**config.mk**
```make
export PLATFORM = sky130hd
export DESIGN_NAME = lambda_branching_factor
export DESIGN_NICKNAME = d
export VERILOG_FILES = /design/src/sv/lbf_pkg.sv /design/src/sv/lambda_branching_factor.sv /design/src/sv/lbf_store.sv /design/src/sv/lbf_div.sv
export VERILOG_INCLUDE_DIRS = /design/src /design/src/sv
export SDC_FILE = /design/constraint.sdc
export NUM_CORES = 2
export LEC_CHECK = 0
export ABC_AREA = 1
export ABC_CLOCK_PERIOD_IN_PS = 17100
export BUFFER_PORTS_ARGS = -buffer_cell sky130_fd_sc_hd__buf_4
export CORE_MARGIN = 1.5
export CORE_UTILIZATION = 40
export CTS_BUF_LIST = sky130_fd_sc_hd__clkbuf_16
export CTS_CLUSTER_SIZE = 14
export DETAILED_ROUTE_END_ITERATION = 6
export GPL_ROUTABILITY_DRIVEN = 0
export HOLD_SLACK_MARGIN = 0.05
export PLACE_DENSITY = 0.57
export SETUP_SLACK_MARGIN = 0.4
export SLEW_MARGIN = 20
export SYNTH_ARGS = -nofsm -noshare
export SYNTH_HDL_FRONTEND = slang
export SYNTH_HIERARCHICAL = 1
export SYNTH_SLANG_ARGS = --single-unit
```
**constraint.sdc**
```tcl
create_clock -name clock -period 17.1 [get_ports clock]
set_input_delay 3.42 -clock clock [delete_from_list [all_inputs] [get_ports clock]]
set_output_delay 3.42 -clock clock [all_outputs]
set_load 0.02 [all_outputs]
```
**src/sv/lambda_branching_factor_assert.svh**
```systemverilog
// Assertion macros shared by the lambda branching factor RTL.
`ifndef LAMBDA_BRANCHING_FACTOR_ASSERT_SVH
`define LAMBDA_BRANCHING_FACTOR_ASSERT_SVH

// Same-cycle implication, disabled during reset.
`define LBF_ASSERT_NOW(label, clk, rst, ante, cons) \
   label: assert property (@(posedge clk) disable iff (rst) (ante) |-> (cons)) \
      else $error("lambda_branching_factor: same-cycle check failed");

// Next-cycle implication, disabled during reset.
`define LBF_ASSERT_NEXT(label, clk, rst, ante, cons) \
   label: assert property (@(posedge clk) disable iff (rst) (ante) |=> (cons)) \
      else $error("lambda_branching_factor: next-cycle check failed");

`endif

```
**src/sv/lbf_pkg.sv**
```systemverilog
// ----------------------------------------------------------------------------
// lbf_pkg
// Types and fixed constants of the lambda branching factor block.
// ----------------------------------------------------------------------------
package lbf_pkg;

   localparam int TRAIL_W    = 32;           // Q16.16 trail value
   localparam int FRAC_W     = 17;           // Q1.16 cutoff fraction
   localparam int MEAN_W     = 22;           // Q6.16 mean
   localparam int NODE_W     = 16;
   localparam int LIMIT_W    = FRAC_W + TRAIL_W;
   localparam int ABOVE_W    = TRAIL_W + 16;
   localparam int DIVIDEND_W = MEAN_W + 16;
   localparam int DIV_CNT_W  = $clog2(DIVIDEND_W);

   localparam logic [FRAC_W-1:0] FRAC_RESET = 17'd3277;
   localparam logic [MEAN_W-1:0] TOTAL_MAX  = 22'h3FFFFF;
   localparam logic [MEAN_W-1:0] MEAN_MAX   = 22'h3FFFFF;
   localparam logic [MEAN_W-1:0] MEAN_FLOOR = 22'd131072;

   typedef struct packed {
      logic [TRAIL_W-1:0] trail_value;
      logic               last_of_node;
      logic               last_of_set;
   } req_type;

   typedef struct packed {
      logic [MEAN_W-1:0] mean_branches;
      logic [NODE_W-1:0] nodes_seen;
   } rsp_type;

   typedef enum logic [5:0] {
      S_IDLE = 6'b000001,
      S_MULT = 6'b000010,
      S_SCAN = 6'b000100,
      S_SUM  = 6'b001000,
      S_DIV  = 6'b010000,
      S_OUT  = 6'b100000
   } state_type;

endpackage

```
**src/sv/lambda_branching_factor.sv**
```systemverilog
// A value that does not close a node is taken while idle and leaves busy low.
// A value that closes a node holds busy through a multiply, a scan that reads
// every stored value from the candidate buffer (registered read data), a wait
// for the scan to drain, and an accumulate. A value that closes the set adds
// the divide (38 quotient bits plus the done flag) and a state that registers
// the result, which is strobed for 1 cycle. No value is taken while busy.
// Reset (synchronous): fraction 3277, totals and node state cleared; buffer not cleared.
// ----------------------------------------------------------------------------
// lambda_branching_factor
// Per-node count of candidate trails above min + fraction*(max-min), averaged
// over the nodes of a set and clamped to at least 2.0.
// ----------------------------------------------------------------------------
module lambda_branching_factor #(
   parameter int MAX_DEPTH = 32,
   parameter int MAX_NODES = 65535
) (
   input  logic                       clock,
   input  logic                       reset,
   input  logic                       start,
   output logic                       busy,
   input  lbf_pkg::req_type           req_data,
   output logic                       rsp_strobe,
   output lbf_pkg::rsp_type           rsp_data,
   input  logic                       csr_valid,
   output logic                       csr_ready,
   input  logic [lbf_pkg::FRAC_W-1:0] csr_wdata
);

   localparam int AW = (MAX_DEPTH > 1) ? $clog2(MAX_DEPTH) : 1;
   localparam int FW = $clog2(MAX_DEPTH + 1);
   localparam logic [FW-1:0] DEPTH_FILL = FW'(MAX_DEPTH);
   localparam logic [lbf_pkg::NODE_W-1:0] NODE_LIMIT = lbf_pkg::NODE_W'(MAX_NODES);

   lbf_pkg::state_type             state_ff, state_in;
   logic [FW-1:0]                  fill_ff, fill_in;
   logic [lbf_pkg::TRAIL_W-1:0]    min_ff, min_in;
   logic [lbf_pkg::TRAIL_W-1:0]    max_ff, max_in;
   logic [lbf_pkg::LIMIT_W-1:0]    limit_ff, limit_in;
   logic [FW-1:0]                  issue_ff, issue_in;
   logic                           pend_ff, pend_in;
   logic [FW-1:0]                  count_ff, count_in;
   logic [lbf_pkg::MEAN_W-1:0]     btot_ff, btot_in;
   logic [lbf_pkg::NODE_W-1:0]     ntot_ff, ntot_in;
   logic                           set_end_ff, set_end_in;
   logic                           strobe_ff, strobe_in;
   lbf_pkg::rsp_type               rsp_ff, rsp_in;
   logic [lbf_pkg::FRAC_W-1:0]     frac_ff;
   logic [lbf_pkg::DIVIDEND_W-1:0] q_hold_ff, q_hold_in;

   logic                           accept;
   logic                           wr_en;
   logic                           rd_en;
   logic [AW-1:0]                  rd_addr;
   logic [lbf_pkg::TRAIL_W-1:0]    rd_data;
   logic                           div_start;
   logic                           div_done;
   logic [lbf_pkg::DIVIDEND_W-1:0] div_quo;
   logic [lbf_pkg::ABOVE_W:0]      above;
   logic [lbf_pkg::MEAN_W:0]       total_sum;
   logic [lbf_pkg::MEAN_W-1:0]     mean;

   assign busy      = (state_ff != lbf_pkg::S_IDLE);
   assign accept    = start & ~busy;
   assign csr_ready = ~busy;
   assign wr_en     = accept & (fill_ff < DEPTH_FILL);

   lbf_store #(
      .DEPTH (MAX_DEPTH),
      .AW    (AW)
   ) u_store (
      .clock   (clock),
      .wr_en   (wr_en),
      .wr_addr (fill_ff[AW-1:0]),
      .wr_data (req_data.trail_value),
      .rd_en   (rd_en),
      .rd_addr (rd_addr),
      .rd_data (rd_data)
   );

   lbf_div u_div (
      .clock    (clock),
      .reset    (reset),
      .start    (div_start),
      .dividend ({btot_in, 16'h0000}),
      .divisor  (ntot_in),
      .done     (div_done),
      .quotient (div_quo)
   );

   always_comb begin
      state_in   = state_ff;
      fill_in    = fill_ff;
      min_in     = min_ff;
      max_in     = max_ff;
      limit_in   = limit_ff;
      issue_in   = issue_ff;
      pend_in    = 1'b0;
      count_in   = count_ff;
      btot_in    = btot_ff;
      ntot_in    = ntot_ff;
      set_end_in = set_end_ff;
      strobe_in  = 1'b0;
      rsp_in     = rsp_ff;
      q_hold_in  = q_hold_ff;
      div_start  = 1'b0;
      rd_en      = 1'b0;
      rd_addr    = issue_ff[AW-1:0];
      // (value - min) * 2^16, widened by one bit to line up with the limit
      above      = {1'b0, rd_data - min_ff, 16'h0000};
      total_sum  = {1'b0, btot_ff} + (lbf_pkg::MEAN_W + 1)'(count_ff);
      if (q_hold_ff > lbf_pkg::DIVIDEND_W'(lbf_pkg::MEAN_MAX)) begin
         mean = lbf_pkg::MEAN_MAX;
      end else if (q_hold_ff < lbf_pkg::DIVIDEND_W'(lbf_pkg::MEAN_FLOOR)) begin
         mean = lbf_pkg::MEAN_FLOOR;
      end else begin
         mean = q_hold_ff[lbf_pkg::MEAN_W-1:0];
      end

      unique case (state_ff)
         lbf_pkg::S_IDLE: begin
            if (accept) begin
               if (fill_ff < DEPTH_FILL) begin
                  fill_in = fill_ff + 1'b1;
                  if (req_data.trail_value < min_ff) begin
                     min_in = req_data.trail_value;
                  end
                  if (req_data.trail_value > max_ff) begin
                     max_in = req_data.trail_value;
                  end
               end
               if (req_data.last_of_node) begin
                  set_end_in = req_data.last_of_set;
                  state_in   = lbf_pkg::S_MULT;
               end
            end
         end
         lbf_pkg::S_MULT: begin
            limit_in = lbf_pkg::LIMIT_W'(frac_ff) * lbf_pkg::LIMIT_W'(max_ff - min_ff);
            issue_in = '0;
            count_in = '0;
            state_in = lbf_pkg::S_SCAN;
         end
         lbf_pkg::S_SCAN: begin
            if (issue_ff < fill_ff) begin
               rd_en    = 1'b1;
               issue_in = issue_ff + 1'b1;
               pend_in  = 1'b1;
            end
            if (pend_ff && (above > limit_ff)) begin
               count_in = count_ff + 1'b1;
            end
            if ((issue_ff == fill_ff) && !pend_ff) begin
               state_in = lbf_pkg::S_SUM;
            end
         end
         lbf_pkg::S_SUM: begin
            if (total_sum > (lbf_pkg::MEAN_W + 1)'(lbf_pkg::TOTAL_MAX)) begin
               btot_in = lbf_pkg::TOTAL_MAX;
            end else begin
               btot_in = total_sum[lbf_pkg::MEAN_W-1:0];
            end
            if (ntot_ff < NODE_LIMIT) begin
               ntot_in = ntot_ff + 1'b1;
            end
            fill_in = '0;
            min_in  = '1;
            max_in  = '0;
            if (set_end_ff) begin
               div_start = 1'b1;
               state_in  = lbf_pkg::S_DIV;
            end else begin
               state_in  = lbf_pkg::S_IDLE;
            end
         end
         lbf_pkg::S_DIV: begin
            if (div_done) begin
               q_hold_in = div_quo;
               state_in  = lbf_pkg::S_OUT;
            end
         end
         lbf_pkg::S_OUT: begin
            rsp_in.mean_branches = mean;
            rsp_in.nodes_seen    = ntot_ff;
            strobe_in            = 1'b1;
            btot_in              = '0;
            ntot_in              = '0;
            state_in             = lbf_pkg::S_IDLE;
         end
         default: begin
            state_in = lbf_pkg::S_IDLE;
         end
      endcase
   end

   always_ff @(posedge clock) begin
      if (reset) begin
         state_ff   <= lbf_pkg::S_IDLE;
         fill_ff    <= '0;
         min_ff     <= '1;
         max_ff     <= '0;
         pend_ff    <= 1'b0;
         btot_ff    <= '0;
         ntot_ff    <= '0;
         set_end_ff <= 1'b0;
         strobe_ff  <= 1'b0;
         frac_ff    <= lbf_pkg::FRAC_RESET;
      end else begin
         state_ff   <= state_in;
         fill_ff    <= fill_in;
         min_ff     <= min_in;
         max_ff     <= max_in;
         pend_ff    <= pend_in;
         btot_ff    <= btot_in;
         ntot_ff    <= ntot_in;
         set_end_ff <= set_end_in;
         strobe_ff  <= strobe_in;
         if (csr_valid && csr_ready) begin
            frac_ff <= csr_wdata;
         end
      end
   end

   always_ff @(posedge clock) begin
      limit_ff  <= limit_in;
      issue_ff  <= issue_in;
      count_ff  <= count_in;
      rsp_ff    <= rsp_in;
      q_hold_ff <= q_hold_in;
   end

   assign rsp_strobe = strobe_ff;
   assign rsp_data   = rsp_ff;

`include "lambda_branching_factor_assert.svh"

   `LBF_ASSERT_NOW(a_fill_bound, clock, reset, 1'b1, fill_ff <= DEPTH_FILL)
   `LBF_ASSERT_NOW(a_min_le_max, clock, reset, fill_ff != '0, min_ff <= max_ff)
   `LBF_ASSERT_NOW(a_issue_bound, clock, reset, state_ff == lbf_pkg::S_SCAN, issue_ff <= fill_ff)
   `LBF_ASSERT_NEXT(a_set_to_div, clock, reset, (state_ff == lbf_pkg::S_SUM) && set_end_ff, state_ff == lbf_pkg::S_DIV)

endmodule

```
**src/sv/lbf_store.sv**
```systemverilog
// ----------------------------------------------------------------------------
// lbf_store
// Candidate buffer: one write port, one read port, registered read data.
// ----------------------------------------------------------------------------
module lbf_store #(
   parameter int DEPTH = 32,
   parameter int AW    = 5
) (
   input  logic                        clock,
   input  logic                        wr_en,
   input  logic [AW-1:0]               wr_addr,
   input  logic [lbf_pkg::TRAIL_W-1:0] wr_data,
   input  logic                        rd_en,
   input  logic [AW-1:0]               rd_addr,
   output logic [lbf_pkg::TRAIL_W-1:0] rd_data
);

   logic [lbf_pkg::TRAIL_W-1:0] mem [DEPTH];
   logic [lbf_pkg::TRAIL_W-1:0] rd_data_ff;

   always_ff @(posedge clock) begin
      if (wr_en) begin
         mem[wr_addr] <= wr_data;
      end
      if (rd_en) begin
         rd_data_ff <= mem[rd_addr];
      end
   end

   assign rd_data = rd_data_ff;

endmodule

```
**src/sv/lbf_div.sv**
```systemverilog
// ----------------------------------------------------------------------------
// lbf_div
// Restoring divider, one quotient bit per cycle; 16-bit divisor.
// ----------------------------------------------------------------------------
module lbf_div (
   input  logic                           clock,
   input  logic                           reset,
   input  logic                           start,
   input  logic [lbf_pkg::DIVIDEND_W-1:0] dividend,
   input  logic [lbf_pkg::NODE_W-1:0]     divisor,
   output logic                           done,
   output logic [lbf_pkg::DIVIDEND_W-1:0] quotient
);

   localparam logic [lbf_pkg::DIV_CNT_W-1:0] LAST_STEP =
      lbf_pkg::DIV_CNT_W'(lbf_pkg::DIVIDEND_W - 1);

   logic                            busy_ff, busy_in;
   logic                            done_ff, done_in;
   logic [lbf_pkg::DIV_CNT_W-1:0]   cnt_ff, cnt_in;
   logic [lbf_pkg::NODE_W-1:0]      den_ff, den_in;
   logic [lbf_pkg::NODE_W-1:0]      rem_ff, rem_in;
   logic [lbf_pkg::DIVIDEND_W-1:0]  quo_ff, quo_in;
   logic [lbf_pkg::NODE_W:0]        trial;

   always_comb begin
      busy_in = busy_ff;
      done_in = 1'b0;
      cnt_in  = cnt_ff;
      den_in  = den_ff;
      rem_in  = rem_ff;
      quo_in  = quo_ff;
      trial   = {rem_ff, quo_ff[lbf_pkg::DIVIDEND_W-1]};
      if (start) begin
         busy_in = 1'b1;
         cnt_in  = '0;
         den_in  = divisor;
         rem_in  = '0;
         quo_in  = dividend;
      end else if (busy_ff) begin
         // remainder stays below the divisor, so it fits NODE_W bits
         if (trial >= {1'b0, den_ff}) begin
            rem_in = lbf_pkg::NODE_W'(trial - {1'b0, den_ff});
            quo_in = {quo_ff[lbf_pkg::DIVIDEND_W-2:0], 1'b1};
         end else begin
            rem_in = trial[lbf_pkg::NODE_W-1:0];
            quo_in = {quo_ff[lbf_pkg::DIVIDEND_W-2:0], 1'b0};
         end
         cnt_in = cnt_ff + 1'b1;
         if (cnt_ff == LAST_STEP) begin
            busy_in = 1'b0;
            done_in = 1'b1;
         end
      end
   end

   always_ff @(posedge clock) begin
      if (reset) begin
         busy_ff <= 1'b0;
         done_ff <= 1'b0;
      end else begin
         busy_ff <= busy_in;
         done_ff <= done_in;
      end
   end

   always_ff @(posedge clock) begin
      cnt_ff <= cnt_in;
      den_ff <= den_in;
      rem_ff <= rem_in;
      quo_ff <= quo_in;
   end

   assign done     = done_ff;
   assign quotient = quo_ff;

endmodule

```
# After elaboration in Yosys (flattened, before gate mapping)
# Memory sizes are Yosys's and may differ from the RTL's. A register that Yosys moved wholly into a read port is not among the register bits.
# Cells that the tools add are included.
# totals
out_inout_bits	41
ramBits	1024
in_bits	55
latch_bits	0
mem_count	1
word_cells	125
mem_bits_ro	0
regBits	349
# classes
shift	0
add_sub_neg	9
muxes	41
n_bitwise	4
magnitude_cmp	10
multipliers	1
reduce_logical	17
div_mod_pow	0
n_eq_ne	18
# mem_list
name	words	width	rd	rd_clocked_by_memory_dff	write_ports	line	text
u_store.mem	32	32	1	1	1	lbf_store.sv:18	logic [lbf_pkg::TRAIL_W-1:0] mem [DEPTH];
# op_table
operator	n
$mux W32	6
$pmux W32 S2	2
$mux W38	2
$gt A48 B49 Y1	1
$mul A18 B33 Y49	1
$mux W6	8
$mux W22	2
$pmux W22 S2	1
$gt A38 B22 Y1 const B	1
$lt A38 B18 Y1 const B	1
$pmux W6 S2	3
$sub A32 B32 Y33	1
$gt A32 B32 Y1	1
$lt A32 B32 Y1	1
$mux W16	2
$pmux W16 S2	1
$sub A32 B32 Y32	1
$pmux W6 S5	1
$add A6 B1 Y6 const B	4
$add A22 B6 Y23	1
$gt A23 B22 Y1 const B	1
$ge A17 B16 Y1	1
$add A16 B1 Y16 const B	1
$lt A16 B16 Y1 const B	1
other kinds (25)	55

# Longest topological paths before layout
# logic_depth
ltp_word	6
ltp_mapped	41
mapped_depth_nobuf	40

# Hierarchy
# Netlist, hierarchy kept.
# by_module_without_submodules
mod	n_inst	seq_area_each_um2	area_per_inst_um2	cells_per_inst
lbf_store	1	31710.4	42726.0	3536
lambda_branching_factor	1	6796.5	37842.5	4912
lbf_div	1	2102.0	4276.6	545

# Worst setup path before layout
# Ideal clock, no wire load.
# synth_path
path_type	register -> register
startpoint	register min_ff[0] (netlist name)
endpoint	register limit_ff[47] (netlist name) (data pin)
t_required_ns	16.847
setup_ns	0.253
slack_ns	10.169
stages_incl_launch_ff	33
synth_period_minus_slack_ns	6.931
t_arrival_ns	6.679
n_path_buf	1
path_cell_list	dfxtp_1 > ha_1 > inv_1 > fa_1 > nand2_1 > nand3_1 > nand3_1 > nand2_2 > nand2_1 > nand2_2 > nand2_1 > nand2_1 > buf_2 > nor2_1 > fa_1 > inv_1 > fa_1 > inv_1 > fa_1 > fa_1 > fa_1 > inv_1 > fa_1 > inv_1 > ha_1 > a21oi_1 > nand2_1 > a21oi_1 > o21ai_0 > a21oi_1 > nand3_1 > nand2_1 > nand2_1
# synth_via
elab_chain_len	2
# synth_lines
element	line	text
start: declaration	lambda_branching_factor.sv:36	logic [lbf_pkg::TRAIL_W-1:0] min_ff, min_in;
start signal: assignment	lambda_branching_factor.sv:210	min_ff <= min_in;
$sub A32 B32 Y33	lambda_branching_factor.sv:138	limit_in = lbf_pkg::LIMIT_W'(frac_ff) * lbf_pkg::LIMIT_W'(max_ff - min_ff);
$mul A18 B33 Y49	lambda_branching_factor.sv:138	
end signal: assignment	lambda_branching_factor.sv:224	limit_ff <= limit_in;
end: declaration	lambda_branching_factor.sv:38	logic [lbf_pkg::LIMIT_W-1:0] limit_ff, limit_in;
# Every way passes these cells.
# A chain may end at the register's enable or synchronous reset.

# Worst setup path after layout
# layout_path
startpoint	register min_ff[12] (netlist name)
endpoint	register limit_ff[28] (netlist name) (data pin)
# Same word-level chain as after synthesis.

==> impl_metrics.tcl <==
set metrics [dict create \
    area_growth_pct 9.71 \
    fp-row-count 168 \
    final_nets 9886 \
    grt_max_degree 236 \
    clockRootBuffer "clkbuf_16" \
    synth_top_area_share 0.441 \
    drive_gt1_frac 0.0639 \
    dpl_cell_area_um2 88000 \
    slew_headroom 0.248 \
    ys_types 60 \
    dp_hpwl_mm 164 \
    critPathLaunchType "register" \
    syn_avg_cell_area_um2 9.43 \
    io-pin-count 96 \
    antenna_found_initial 9 \
    fill_cells 20124 \
    post-cts-setup-buffer-count 0 \
    wl_mm 249 \
    cp.required_ns 17.66 \
    cts_tree "built" \
    clk_path_buf_depth 3 \
    synthTopCellsByCount "nand2_1 (2,549), edfxtp_1 (1,247), nand3_1 (1,162), inv_1 (1,158), nor2_1 (590)" \
    route.detailed.drc 6 \
    htreeDepth 4 \
    die_h_um 464 \
    clk_pin_slew_worst_paths_ns 0.06 \
    status "finished with violations" \
    yosys_warnings 6 \
    fp.dieW_um 464 \
    end_kind "register" \
    synth_edf_count 1247 \
    grt_pass1_wl_mm 381 \
    cts_hold_buf 0 \
    syn_area_um2 84800 \
    cp.arrival_ns 9.19 \
    drtAntennaViolNets 0 \
    die-area_um2 215000 \
    utilization 0.443 \
    cts_buffers 155 \
    core-area_um2 210000 \
    clock_skew_ns 0.0527 \
    worst-r2r-cell-count 29 \
    min_path_cells 0 \
    synth-main-ff-cell "edfxtp_1" \
    period_minus_slack_ns 8.63 \
    ys_ff_latch 1405 \
    cp_max_fo 13 \
    syn_inst 8993 \
    synth_top_area_cell "edfxtp_1" \
    drt-vias-per-instance 5.29 \
    cts_resized 0 \
    yosysMostFrequentCell "nand2_1" \
    drt-initial-drc-count 5808 \
    clkLatencyLatePin_ns 0.82 \
    cap_violations 0 \
    setup_viol 0 \
    ys_seq_area_frac 0.479 \
    async_reset_ff_frac 0 \
    fin_setup_tns_ns 0 \
    clock-sinks 1405 \
    timing_worst_setup_path_type "register to register" \
    worst_hold_slack_ns 0.436 \
    via_count 63128 \
    fmax_ghz 0.116 \
    overflow 0 \
    critical_path.most_common_cell "nand2_1" \
    slowest_stage "fa_1" \
    final_hold_viol_count 0 \
    cp_slowest_stage_delay_ns 0.60 \
    failed_checks "DRC" \
    wl_per_cell_um 20.9 \
    fin_area_um2 93100 \
    portBuffers 95 \
    rsz0062_at_grt "false" \
    grt.total_usage 0.229 \
    tightestPinTransition_ns 1.12 \
    maxSlewViolCount 0 \
    firstDrtPassIters 7 \
    ys_top_cells_by_area "edfxtp_1 (44%), fa_1 (12%), nand2_1 (11%)" \
    grt_pass1_vias 62496 \
    start_util 0.404 \
    fin_crit_sh 0.505 \
    hp-class "register to register" \
]
[cell usage in the layout (no fill, tap or decap), types with 20 or more instances in the layout]
| master | n |
|---|---|
| dfxtp_1 | 156 |
| nand3_1 | 1162 |
| xor2_1 | 61 |
| buf_4 | 191 |
| clkinv_2 | 20 |
| clkbuf_16 | 157 |
| nand2_2 | 27 |
| o21ai_0 | 139 |
| nand4_1 | 47 |
| nor2_4 | 35 |
| inv_1 | 1190 |
| ha_1 | 307 |
| a21oi_1 | 293 |
| o21bai_1 | 21 |
| clkinv_1 | 42 |
| xnor2_1 | 30 |
| nor2_1 | 556 |
| nor3_1 | 59 |
| fa_1 | 528 |
| nand2_1 | 2549 |
| edfxtp_1 | 1247 |
| or2_2 | 44 |
| nand3b_1 | 48 |
[sequential cells by signal, summed over array words and instances (netlist names), 6 cells and up]
signal and cells:
count_ff 6, min_ff 32, u_div/quotient 38, u_div/rem_ff 16, frac_ff 17, issue_ff 6, btot_ff 22, rsp_data 38
limit_ff 49, max_ff 32, state_ff 6, u_store/mem 1024, ntot_ff 16, u_div/cnt_ff 6, u_store/rd_data 32, u_div/den_ff 16
q_hold_ff 38, fill_ff 6
[cell families (layout without fill, tap and decap cells)]
kind of cell    count (synthesis)  after routing  synth area share
simple gates                 4589           4589             0.230
buf+inv                      1546           1661            0.0782
flops                        1405           1405             0.479
fa+ha+maj                     835            835             0.170
compound gates                523            523            0.0337
xor+xnor                       94             94           0.00997
other cells                     1             21         0.0000442
[worst max-delay path: cells and delay by family (launching register included)]
kind	cells	cell delay [ns]
DFF	1	0.33
buffers and inverters	5	0.31
adders and majority gates	8	4.02
xor gates and xnor gates	1	0.29
AOI/OAI and AO/OA	3	0.70
and+or+nand+nor	12	2.73
[per-layer routing]
| layer | track usage | up-vias | part of all wire |
|---|---|---|---|
| met5 | 0 | - | 0.00022 |
| li1 | - | 29233 | - |
| met2 | 0.369 | 2376 | 0.46 |
| met4 | 0.0717 | 10 | 0.032 |
| met1 | 0.315 | 31047 | 0.43 |
| met3 | 0.0410 | 462 | 0.075 |
[stage by stage]
step                      std cells  setup slack, ns
final                         11933             8.47
after global routing          11928             8.15
after CTS                     11927             8.62
after detailed placement      11643             8.70
after global placement        11642             8.71
after floorplan                9008            10.17
[cell type report]
cell class | instances | area, um2 | area share
clock inverter | 127 | 1100 | 0.0118
clock buffer | 157 | 3930 | 0.0422
timing repair buffer | 196 | 1540 | 0.0165
multi-input combinational | 6057 | 37900 | 0.407
tap | 2805 | 3510 | 0.0377
sequential | 1405 | 40600 | 0.436
inverter | 1181 | 4460 | 0.0480
antenna | 5 | 12.5 | 0.000134
[path summary, 6_finish.rpt]
kind                                    startpoint            end  slack, ns
worst max-delay path                    min_ff[12]   limit_ff[28]       8.47
worst min-delay path            u_div/quotient[24]  q_hold_ff[24]       0.44
worst max register to register          min_ff[12]   limit_ff[28]       8.47
worst min register to register  u_div/quotient[24]  q_hold_ff[24]       0.44
Power is left out: the tool's default activity adds up to more than one toggle a clock period on the data nets, which glitch-free logic cannot reach.
